$ cat src/rtl/core/ptw_pkg.sv
`timescale 1ns / 1ps
// ----------------------------------------------------------------------------
// Page table walker package
// Shared widths, constants, status codes and word types of the walker.
// ----------------------------------------------------------------------------
package ptw_pkg;

    localparam int PHYS_ADDR_BITS = 52;
    localparam int ADDR_W         = 52;
    localparam int VA_USED_W      = 48;
    localparam int S_TDATA_W      = 200;
    localparam int M_TDATA_W      = 112;

    localparam logic [ADDR_W-1:0] PHYS_MASK =
        ADDR_W'((65'd1 << PHYS_ADDR_BITS) - 65'd1);
    localparam logic [ADDR_W-1:0] BASE_LOW_MASK  = ADDR_W'(64'hF);
    localparam logic [ADDR_W-1:0] PAGE_LOW_MASK  = ADDR_W'(64'hFFF);
    localparam logic [ADDR_W-1:0] LARGE_LOW_MASK = ADDR_W'(64'h1FFFFF);

    localparam logic KIND_REQUEST  = 1'b0;
    localparam logic KIND_RESPONSE = 1'b1;
    localparam logic RESULT_READ   = 1'b0;
    localparam logic RESULT_DONE   = 1'b1;

    typedef enum logic [1:0] {
        LVL_PML4 = 2'd0,
        LVL_PDPT = 2'd1,
        LVL_PD   = 2'd2,
        LVL_PT   = 2'd3
    } level_t;

    typedef enum logic [2:0] {
        ST_OK          = 3'd0,
        ST_BAD_ARG     = 3'd1,
        ST_NOT_PRESENT = 3'd2,
        ST_READ_ERROR  = 3'd3,
        ST_BUSY        = 3'd4,
        ST_UNEXPECTED  = 3'd5
    } status_t;

    typedef struct packed {
        logic        kind;
        logic [63:0] table_base;
        logic [63:0] virtual_address;
        logic [63:0] entry_data;
        logic        read_ok;
    } in_word_t;

    typedef struct packed {
        logic              result_kind;
        logic [ADDR_W-1:0] read_address;
        logic [ADDR_W-1:0] target_address;
        status_t           status;
        logic              large_mapping;
    } out_word_t;

endpackage

$ cat src/rtl/core/ptw_in_stage.sv
`timescale 1ns / 1ps
// ----------------------------------------------------------------------------
// Page table walker input stage
// Registers one incoming word and holds it until the step logic takes it.
// ----------------------------------------------------------------------------
module ptw_in_stage
(
    input  logic                           clk,
    input  logic                           rst_n,
    input  logic                           s_tvalid,
    output logic                           s_tready,
    input  logic [ptw_pkg::S_TDATA_W-1:0]  s_tdata,
    input  logic                           s_tuser,
    input  logic                           advance,
    output logic                           word_valid,
    output ptw_pkg::in_word_t              word
);

    logic                valid_reg;
    logic                valid_next;
    ptw_pkg::in_word_t   word_reg;

    assign s_tready   = !valid_reg || advance;
    assign word_valid = valid_reg;
    assign word       = word_reg;

    always_comb
    begin
        valid_next = valid_reg;
        if (s_tready)
        begin
            valid_next = s_tvalid;
        end
    end

    always_ff @(posedge clk or negedge rst_n)
    begin
        if (!rst_n)
        begin
            valid_reg <= 1'b0;
        end
        else
        begin
            valid_reg <= valid_next;
        end
    end

    always_ff @(posedge clk)
    begin
        if (s_tvalid && s_tready)
        begin
            word_reg.kind            <= s_tuser;
            word_reg.table_base      <= s_tdata[63:0];
            word_reg.virtual_address <= s_tdata[127:64];
            word_reg.entry_data      <= s_tdata[191:128];
            word_reg.read_ok         <= s_tdata[192];
        end
    end

endmodule

$ cat src/rtl/core/ptw_step.sv
`timescale 1ns / 1ps
// ----------------------------------------------------------------------------
// Page table walker step logic
// Holds the walk state and turns one word into its result word.
// ----------------------------------------------------------------------------
module ptw_step
(
    input  logic               clk,
    input  logic               rst_n,
    input  logic               advance,
    input  ptw_pkg::in_word_t  word,
    output ptw_pkg::out_word_t result
);

    logic                            active_reg;
    logic                            active_next;
    ptw_pkg::level_t                 level_reg;
    ptw_pkg::level_t                 level_next;
    logic [ptw_pkg::VA_USED_W-1:0]   saved_reg;
    logic [ptw_pkg::VA_USED_W-1:0]   saved_next;
    logic [ptw_pkg::ADDR_W-1:0]      base;
    logic [ptw_pkg::ADDR_W-1:0]      frame;
    ptw_pkg::level_t                 up_level;

    function automatic logic [8:0] level_index(
        input logic [ptw_pkg::VA_USED_W-1:0] va,
        input ptw_pkg::level_t               lvl
    );
        logic [8:0] idx;
        case (lvl)
            ptw_pkg::LVL_PML4: idx = va[47:39];
            ptw_pkg::LVL_PDPT: idx = va[38:30];
            ptw_pkg::LVL_PD:   idx = va[29:21];
            ptw_pkg::LVL_PT:   idx = va[20:12];
            default:           idx = va[20:12];
        endcase
        return idx;
    endfunction

    assign base     = word.table_base[ptw_pkg::ADDR_W-1:0] & ~ptw_pkg::BASE_LOW_MASK;
    assign frame    = word.entry_data[ptw_pkg::ADDR_W-1:0] & ptw_pkg::PHYS_MASK
                      & ~ptw_pkg::PAGE_LOW_MASK;
    assign up_level = ptw_pkg::level_t'(level_reg + 2'd1);

    always_comb
    begin
        active_next           = active_reg;
        level_next            = level_reg;
        saved_next            = saved_reg;
        result.result_kind    = ptw_pkg::RESULT_DONE;
        result.read_address   = '0;
        result.target_address = '0;
        result.status         = ptw_pkg::ST_OK;
        result.large_mapping  = 1'b0;
        if (word.kind == ptw_pkg::KIND_REQUEST)
        begin
            if (active_reg)
            begin
                result.status = ptw_pkg::ST_BUSY;
            end
            else if (word.table_base == 64'd0 || word.virtual_address == 64'd0)
            begin
                result.status = ptw_pkg::ST_BAD_ARG;
            end
            else
            begin
                active_next         = 1'b1;
                level_next          = ptw_pkg::LVL_PML4;
                saved_next          = word.virtual_address[ptw_pkg::VA_USED_W-1:0];
                result.result_kind  = ptw_pkg::RESULT_READ;
                result.read_address = (base + ptw_pkg::ADDR_W'({level_index(
                    word.virtual_address[ptw_pkg::VA_USED_W-1:0],
                    ptw_pkg::LVL_PML4), 3'b000})) & ptw_pkg::PHYS_MASK;
            end
        end
        else if (!active_reg)
        begin
            result.status = ptw_pkg::ST_UNEXPECTED;
        end
        else if (!word.read_ok)
        begin
            active_next   = 1'b0;
            result.status = ptw_pkg::ST_READ_ERROR;
        end
        else if (!word.entry_data[0])
        begin
            active_next   = 1'b0;
            result.status = ptw_pkg::ST_NOT_PRESENT;
        end
        else if (level_reg == ptw_pkg::LVL_PD && word.entry_data[7])
        begin
            active_next           = 1'b0;
            result.large_mapping  = 1'b1;
            result.target_address = ((frame & ~ptw_pkg::LARGE_LOW_MASK)
                | ptw_pkg::ADDR_W'(saved_reg[20:0])) & ptw_pkg::PHYS_MASK;
        end
        else if (level_reg == ptw_pkg::LVL_PT)
        begin
            active_next           = 1'b0;
            result.target_address = (frame | ptw_pkg::ADDR_W'(saved_reg[11:0]))
                                    & ptw_pkg::PHYS_MASK;
        end
        else
        begin
            level_next          = up_level;
            result.result_kind  = ptw_pkg::RESULT_READ;
            result.read_address = (frame | ptw_pkg::ADDR_W'({level_index(saved_reg,
                                  up_level), 3'b000})) & ptw_pkg::PHYS_MASK;
        end
    end

    always_ff @(posedge clk or negedge rst_n)
    begin
        if (!rst_n)
        begin
            active_reg <= 1'b0;
            level_reg  <= ptw_pkg::LVL_PML4;
            saved_reg  <= '0;
        end
        else if (advance)
        begin
            active_reg <= active_next;
            level_reg  <= level_next;
            saved_reg  <= saved_next;
        end
    end

endmodule

$ cat src/rtl/core/ptw_out_stage.sv
`timescale 1ns / 1ps
// ----------------------------------------------------------------------------
// Page table walker result stage
// Registers one result word and presents it on the master side.
// ----------------------------------------------------------------------------
module ptw_out_stage
(
    input  logic                           clk,
    input  logic                           rst_n,
    input  logic                           word_valid,
    input  ptw_pkg::out_word_t             result,
    output logic                           advance,
    output logic                           m_tvalid,
    input  logic                           m_tready,
    output logic [ptw_pkg::M_TDATA_W-1:0]  m_tdata,
    output logic                           m_tuser
);

    logic                 valid_reg;
    logic                 valid_next;
    ptw_pkg::out_word_t   result_reg;

    assign advance  = word_valid && (!valid_reg || m_tready);
    assign m_tvalid = valid_reg;
    assign m_tuser  = result_reg.result_kind;
    assign m_tdata  = {4'b0000, result_reg.large_mapping, result_reg.status,
                       result_reg.target_address, result_reg.read_address};

    always_comb
    begin
        valid_next = valid_reg;
        if (advance)
        begin
            valid_next = 1'b1;
        end
        else if (m_tready)
        begin
            valid_next = 1'b0;
        end
    end

    always_ff @(posedge clk or negedge rst_n)
    begin
        if (!rst_n)
        begin
            valid_reg <= 1'b0;
        end
        else
        begin
            valid_reg <= valid_next;
        end
    end

    always_ff @(posedge clk)
    begin
        if (advance)
        begin
            result_reg <= result;
        end
    end

endmodule

$ cat src/rtl/core/four_level_page_table_walker_core.sv
`timescale 1ns / 1ps
// ----------------------------------------------------------------------------
// Four-level page table walker core
// Walks PML4, PDPT, PD and PT entries one memory response at a time.
// ----------------------------------------------------------------------------
// Every accepted word, a translation request or a memory read response,
// yields exactly one result word, either the next entry read request or the
// finished translation with its status. The core takes one word per cycle
// while the result side is not stalled. A word waits in the input register,
// then the step logic writes its result into the result register, and the
// walk state advances in that same cycle so the next word sees it.
// s_tready falls only while both registers hold a word and the result is
// not taken.
module four_level_page_table_walker_core
(
    input  logic                           clk,
    input  logic                           rst_n,
    input  logic                           s_tvalid,
    output logic                           s_tready,
    // Fields from bit 0: table_base, virtual_address, entry_data, read_ok.
    input  logic [ptw_pkg::S_TDATA_W-1:0]  s_tdata,
    // Fields from bit 0: kind.
    input  logic                           s_tuser,
    output logic                           m_tvalid,
    input  logic                           m_tready,
    // Fields from bit 0: read_address, target_address, status, large_mapping.
    output logic [ptw_pkg::M_TDATA_W-1:0]  m_tdata,
    // Fields from bit 0: result_kind.
    output logic                           m_tuser
);

    logic                 advance;
    logic                 word_valid;
    ptw_pkg::in_word_t    word;
    ptw_pkg::out_word_t   result;

    ptw_in_stage u_in
    (
        .clk        (clk),
        .rst_n      (rst_n),
        .s_tvalid   (s_tvalid),
        .s_tready   (s_tready),
        .s_tdata    (s_tdata),
        .s_tuser    (s_tuser),
        .advance    (advance),
        .word_valid (word_valid),
        .word       (word)
    );

    ptw_step u_step
    (
        .clk     (clk),
        .rst_n   (rst_n),
        .advance (advance),
        .word    (word),
        .result  (result)
    );

    ptw_out_stage u_out
    (
        .clk        (clk),
        .rst_n      (rst_n),
        .word_valid (word_valid),
        .result     (result),
        .advance    (advance),
        .m_tvalid   (m_tvalid),
        .m_tready   (m_tready),
        .m_tdata    (m_tdata),
        .m_tuser    (m_tuser)
    );

endmodule

$ cat config.mk
export PLATFORM = sky130hd
export DESIGN_NAME = four_level_page_table_walker_core
export DESIGN_NICKNAME = d
export VERILOG_FILES = /design/src/rtl/core/ptw_pkg.sv /design/src/rtl/core/ptw_in_stage.sv /design/src/rtl/core/ptw_step.sv /design/src/rtl/core/ptw_out_stage.sv /design/src/rtl/core/four_level_page_table_walker_core.sv
export SDC_FILE = /design/constraint.sdc
export NUM_CORES = 1
export LEC_CHECK = 0
export BUFFER_PORTS_ARGS = -buffer_cell sky130_fd_sc_hd__buf_2
export CAP_MARGIN = 10
export CORE_MARGIN = 2
export CORE_UTILIZATION = 45
export DETAILED_ROUTE_END_ITERATION = 8
export PLACE_DENSITY_LB_ADDON = 0.3
export SLEW_MARGIN = 25
export SYNTH_ARGS = -nofsm -noshare
export SYNTH_HDL_FRONTEND = slang
export SYNTH_HIERARCHICAL = 1
export SYNTH_SLANG_ARGS = --single-unit
$ cat constraint.sdc
create_clock -name clk -period 5.2 [get_ports clk]
set_input_delay 0.52 -clock clk [delete_from_list [all_inputs] [get_ports clk]]
set_output_delay 0.52 -clock clk [all_outputs]
set_load 0.05 [all_outputs]
==> results of run 1 <==
cell usage in the layout, fill, tap and decap left out, types with 9 or more instances in the layout:
cell	instances
nor4_1	46
ha_1	13
nor2_1	17
buf_2	285
o22ai_1	9
a222oi_1	9
mux2_1	19
clkbuf_16	35
nand2_1	76
and2_1	45
nand3_1	10
edfxtp_1	281
o21ai_0	22
dfrtp_1	44
mux2_2	20
a21oi_1	14
inv_1	20
nand4_1	14
xor2_1	9
xnor2_1	34
o21ai_1	15
final cells by class:
type / instances / share of cell area, %
Antenna cell: 4 / 0.06300
Tap cell: 384 / 3.024
Timing Repair Buffer: 294 / 9.482
Inverter: 20 / 0.4725
Sequential cell: 325 / 60.04
Multi-Input combinational cell: 460 / 19.90
Clock inverter: 24 / 1.433
Clock buffer: 38 / 5.584
path summary, 6_finish.rpt:
check / startpoint / to / slack, ns
max: u_in/word[151] / u_out/m_tdata[24] / 1.59
min: rst_n / u_step/saved_reg[6] / -0.008
max reg2reg: u_in/word[151] / u_out/m_tdata[24] / 1.59
min reg2reg: u_step/saved_reg[11] / u_step/saved_reg[11] / 0.47
max in group asynchronous: rst_n / u_step/saved_reg[30] / 4.78
min in group clk: s_tdata[94] / u_in/word[95] / 0.18
report_power, final:
part | leakage, nW | internal [mW] | switching, mW
Sequential | 3.24 | 3.24 | 0.194
Combinational | 2.28 | 0.344 | 0.739
Clock | 0.548 | 1.44 | 0.989
Total | 6.08 | 5.02 | 1.92
worst max-delay path: stages (launching register included):
cell,delay [ns]
edfxtp_1,0.45
nor4_1,0.78
nand4_1,0.22
nor4_1,0.58
nor2_1,0.21
nand3_2,0.56
buf_4,0.38
o21ai_0,0.14
routing by layer:
metal  vias to the layer above  routed length [um]  global-route usage (%)
met1                      3882               12270                   25.40
met2                       340               14360                   32.27
met4                         0                 865                   6.886
met3                        59                2135                   3.860
li1                       3778                   -                       -
met5                         -                   0                       0
==> run_results.csv, run 1 <==
group,metric,value,unit
clock_tree,postCtsHoldBufs,0,
finish,drive_gt1_share,33.85,%
global_route,grt_pass1_wl,44.73,mm
timing,finalCritPeriodShare,69.48,%
min_path,hold_class,"primary input to async pin",
global_route,grt_start_max_net_pins,101,
timing,setup-tns-final,0,ns
logic_synthesis,avgSynthCellArea,15.43,um^2
floorplan,start_util,45.41,%
finish,final_cell_area,15890,um^2
clock_tree,cts_root_buf,"clkbuf_16",
clock_tree,clk_latency,0.51,ns
floorplan,die_y,173.5,um
global_route,grt_antenna_before_repair,4,
timing,finClkSkew,0.01154,ns
timing,finalHoldViolCount,6,
logic_synthesis,synth_area,12930,um^2
placement,gp_congestion,0.7837,
route,drt_wl_total,29.64,mm
finish,fin_cells,1549,
floorplan,rows,62,
power,peakVddDrop,0.3185,mV
power,p_leak,6.076,nW
clock_tree,cts-resized-gates,0,
power,finalPower,6.942,mW
timing,rsz0062_at_grt,"false",
placement,dpl.cell_count,1483,
timing,max_freq,276.8,MHz
finish,largest_reg_flops,172,
floorplan,die_x,173.5,um
placement,io_buffers,286,
finish,fillers,2326,
setup_path,criticalPathCategory,"flip-flop to flip-flop",
finish,seqCellArea,9539,um^2
setup_path,critPathCaptureType,"flip-flop",
setup_path,worstPathRequired,5.44,ns
clock_tree,cts_setup_buffers,0,
setup_path,critPathMaxFanout,30,
logic_synthesis,syn_inst,838,
timing,worstMarginPinSlew,1.053,ns
run,drv_cap,0,
setup_path,start_kind,"flip-flop",
setup_path,worstRegToRegCells,7,
route,drc_errors,0,
clock_tree,htreeDepth,2,
clock_tree,cts.clk_slew.worst_paths,0.06,ns
floorplan,core,28470,um^2
power,powerDensity,436.9,nW/um^2
route,first_pass_iters,6,
timing,finalSetupViolCount,0,
setup_path,arrival,3.85,ns
global_route,grt.overflow.total,0,
clock_tree,cts.sinks,325,
timing,whs,-0.007810,ns
status,outcome,"finished, violations left",
global_route,grt_pass1_vias,7914,
finish,multi_input_area,3162,um^2
route,drt-vias-per-instance,5.203,
route,wl_per_cell,19.13,um
placement,place_area,14760,um^2
placement,preCtsSetupSlack,1.594,ns
status,violations,"negative hold slack",
logic_synthesis,ys_warn_count,6,
floorplan,pin_count,320,
finish,area_delta_synth_final,22.89,%
finish,final_util,55.81,%
route,route.vias.total,8059,
route,antenna_left,0,
timing,drv_slew,0,
placement,hpwl,20.94,mm
timing,min_period,3.613,ns
clock_tree,cts_tree,"built",
floorplan,die_area,30100,um^2
clock_tree,cts-buffers-inserted,35,
route,drt_iter0_markers,529,
timing,timing.final.ws_setup,1.587,ns
finish,finalNetCount,1355,
timing,maxSlewHeadroom,29.63,%
global_route,grt_util_all_layers,19.35,%
clock_tree,clk_path_buf_depth,3,
No activity file was read; power rests on OpenSTA's default activity.
==> inputs of run 2 (changes only) <==
--- a/config.mk
+++ b/config.mk
@@ -5,6 +5,7 @@
 export SDC_FILE = /design/constraint.sdc
 export NUM_CORES = 1
 export LEC_CHECK = 0
+export ABC_AREA = 1
 export BUFFER_PORTS_ARGS = -buffer_cell sky130_fd_sc_hd__buf_2
 export CAP_MARGIN = 10
 export CORE_MARGIN = 2
==> constraint.sdc (replaced) <==
create_clock -name clk -period 3.45 [get_ports clk]
set_input_delay 0.345 -clock clk [delete_from_list [all_inputs] [get_ports clk]]
set_output_delay 0.345 -clock clk [all_outputs]
set_load 0.05 [all_outputs]
==> run 2 against run 1 <==
The flow now finishes without violations. Clock power is 48% higher. Die area increased by 7.1%. Wire length grew 23%. Final cell count grew 39%. Setup slack got worse by 0.81 ns. First-iteration DRC count grew 62%. Utilization rose by 4.7 points. Total power grew 53%. Highest routed layer unchanged.
==> run_results.csv, run 2 <==
group,metric,value,unit
min_path,worstHoldStart,"s_tdata[154]",
setup_path,critPathMaxFanout,22,
global_route,grt_util_met2,39.45,%
timing,whs,0.01345,ns
route,antenna_left,0,
setup_path,cpLargestDelayFamily,"simple AND/OR/NAND/NOR gates",
route,drc_errors,0,
route,wl_per_cell,16.99,um
global_route,use_met3,3.586,%
min_path,hold_class,"primary input to flip-flop",
power,p_leak,7.976,nW
setup_path,start_kind,"flip-flop",
finish,finalNetCount,1950,
run,drv_cap,0,
timing,drv_slew,0,
timing,max_freq,374.4,MHz
clock_tree,cts_setup_buffers,0,
timing,min_period,2.671,ns
finish,largest_reg_flops,172,
setup_path,path_common_cell,"nand2_1",
floorplan,die_x,179.6,um
route,drt_iter0_markers,859,
floorplan,rows,64,
route,route.vias.total,10650,
finish,final_cell_area,18450,um^2
setup_path,arrival,2.95,ns
setup_path,critPathCaptureType,"flip-flop",
clock_tree,cts_root_buf,"clkbuf_16",
finish,final_common_cell,"buf_2",
logic_synthesis,synth_area,13870,um^2
global_route,grt_pass1_vias,10740,
setup_path,critical_path_buf_inv_count,2,
finish,layout_common_cells,"285 x buf_2, 281 x edfxtp_1, 272 x nand2_1",
clock_tree,cts.sinks,325,
clock_tree,cts-resized-gates,0,
floorplan,pin_count,320,
setup_path,path_cells,"nor2_1, nand2_1, nor2_1, nand2_1, nor2_1, nand2_1, nand3_1, buf_4, inv_1, nand3_1, nand2_1",
power,finalPower,10.63,mW
clock_tree,cts_tree,"built",
finish,n_antenna_cell,0,
global_route,use_met1,28.25,%
clock_tree,htreeDepth,2,
status,outcome,"completed",
placement,io_buffers,286,
logic_synthesis,syn_inst,1261,
clock_tree,clk_path_buf_depth,3,
timing,maxSlewHeadroom,37.64,%
floorplan,die_area,32240,um^2
clock_tree,clk_latency,0.52,ns
setup_path,regToRegStartpoint,"u_in/word[111]",
timing,finalHoldViolCount,0,
placement,hpwl,24.74,mm
logic_synthesis,ys_warn_count,6,
setup_path,cpPeakStageDelay,0.40,ns
floorplan,die_y,179.6,um
setup_path,worstPathRequired,3.73,ns
global_route,grt_antenna_before_repair,0,
finish,final_util,60.49,%
clock_tree,cts.clk_slew.worst_paths,0.06,ns
global_route,grt_util_all_layers,22.53,%
timing,finClkSkew,0.01066,ns
logic_synthesis,avgSynthCellArea,11.00,um^2
timing,setup-tns-final,0,ns
setup_path,cp_slowest_cell,"edfxtp_1",
placement,gp_congestion,0.8708,
placement,place_area,15750,um^2
timing,finalSetupViolCount,0,
power,peakVddDrop,0.3925,mV
global_route,grt_start_max_net_pins,79,
route,drt_wl_total,36.58,mm
timing,rsz0062_at_grt,"false",
power,powerDensity,575.9,nW/um^2
global_route,grt.overflow.total,0,
finish,drive_gt1_share,21.34,%
clock_tree,cts-buffers-inserted,35,
finish,area_delta_synth_final,33.05,%
timing,finalCritPeriodShare,77.41,%
route,first_pass_iters,6,
setup_path,cp-startpoint,"u_in/word[111]",
global_route,top_usage_layer,"met2",
timing,worstMarginPinSlew,0.9336,ns
setup_path,criticalPathCategory,"flip-flop to flip-flop",
floorplan,core,30510,um^2
global_route,grt_pass1_wl,57.41,mm
floorplan,start_util,45.46,%
route,drt-vias-per-instance,4.948,
[run 2: cell count changes in the layout (fill, tap and decap cells not counted), moves of 10 or more]
cell	before	now
nand3_1	10	65
mux2_1	19	0
nor4_1	46	0
nor2_1	17	201
o22ai_1	9	19
dlygate4sd3_1	0	161
nand2_1	76	272
xnor2_1	34	8
mux2_2	20	0
o21ai_0	22	44
and2_1	45	2
inv_1	20	156
[run 2: area by class of cell]
class | instances | area (um^2)
Sequential cell | 325 | 9540
Inverter | 159 | 596.8
Clock buffer | 47 | 950.9
Clock inverter | 16 | 137.6
Fill cell | 2443 | 12060
Tap cell | 396 | 495.5
Multi-Input combinational cell | 746 | 3522
Timing Repair Buffer | 464 | 3211
[run 2: through the flow]
stage	std cells	setup WS, ns
after floorplan	1266	-2.758
after global placement	1929	0.7609
after detailed placement	1929	0.7486
after CTS	2152	0.7315
after global routing	2153	0.5608
final	2153	0.7794
[run 2: path summary, 6_finish.rpt]
kind                                   endpoint  slack, ns  depth (start not counted)
hold reg to reg             u_step/saved_reg[1]       0.49                          2
setup reg to reg              u_out/m_tdata[40]       0.78                         11
setup / recovery              u_out/m_tdata[40]       0.78                         11
max in group asynchronous  u_step/saved_reg[10]       2.70                          2
min in group asynchronous       u_in/word_valid       0.35                          2
hold / removal                    u_in/word[27]       0.01                          1
[run 2: repair_timing]
item                                    in CTS  in global routing
endpoints found under the setup margin       0                  0
hold buffers                               160                  1
hold endpoints to repair                   160                 44
[run 2: layer usage]
| layer | up-vias | part of all wire [%] |
|---|---|---|
| li1 | 5141 | - |
| met1 | 5022 | 40 |
| met2 | 411 | 50 |
| met3 | 80 | 5.7 |
| met4 | 0 | 3.6 |
| met5 | - | 0 |
[run 2: where the power goes]
| part | switching (mW) | leakage (nW) | internal (mW) | total, mW |
|---|---|---|---|---|
| Clock | 1.53 | 0.532 | 2.03 | 3.57 |
| Combinational | 1.31 | 4.18 | 0.606 | 1.92 |
| Sequential | 0.288 | 3.27 | 4.86 | 5.14 |
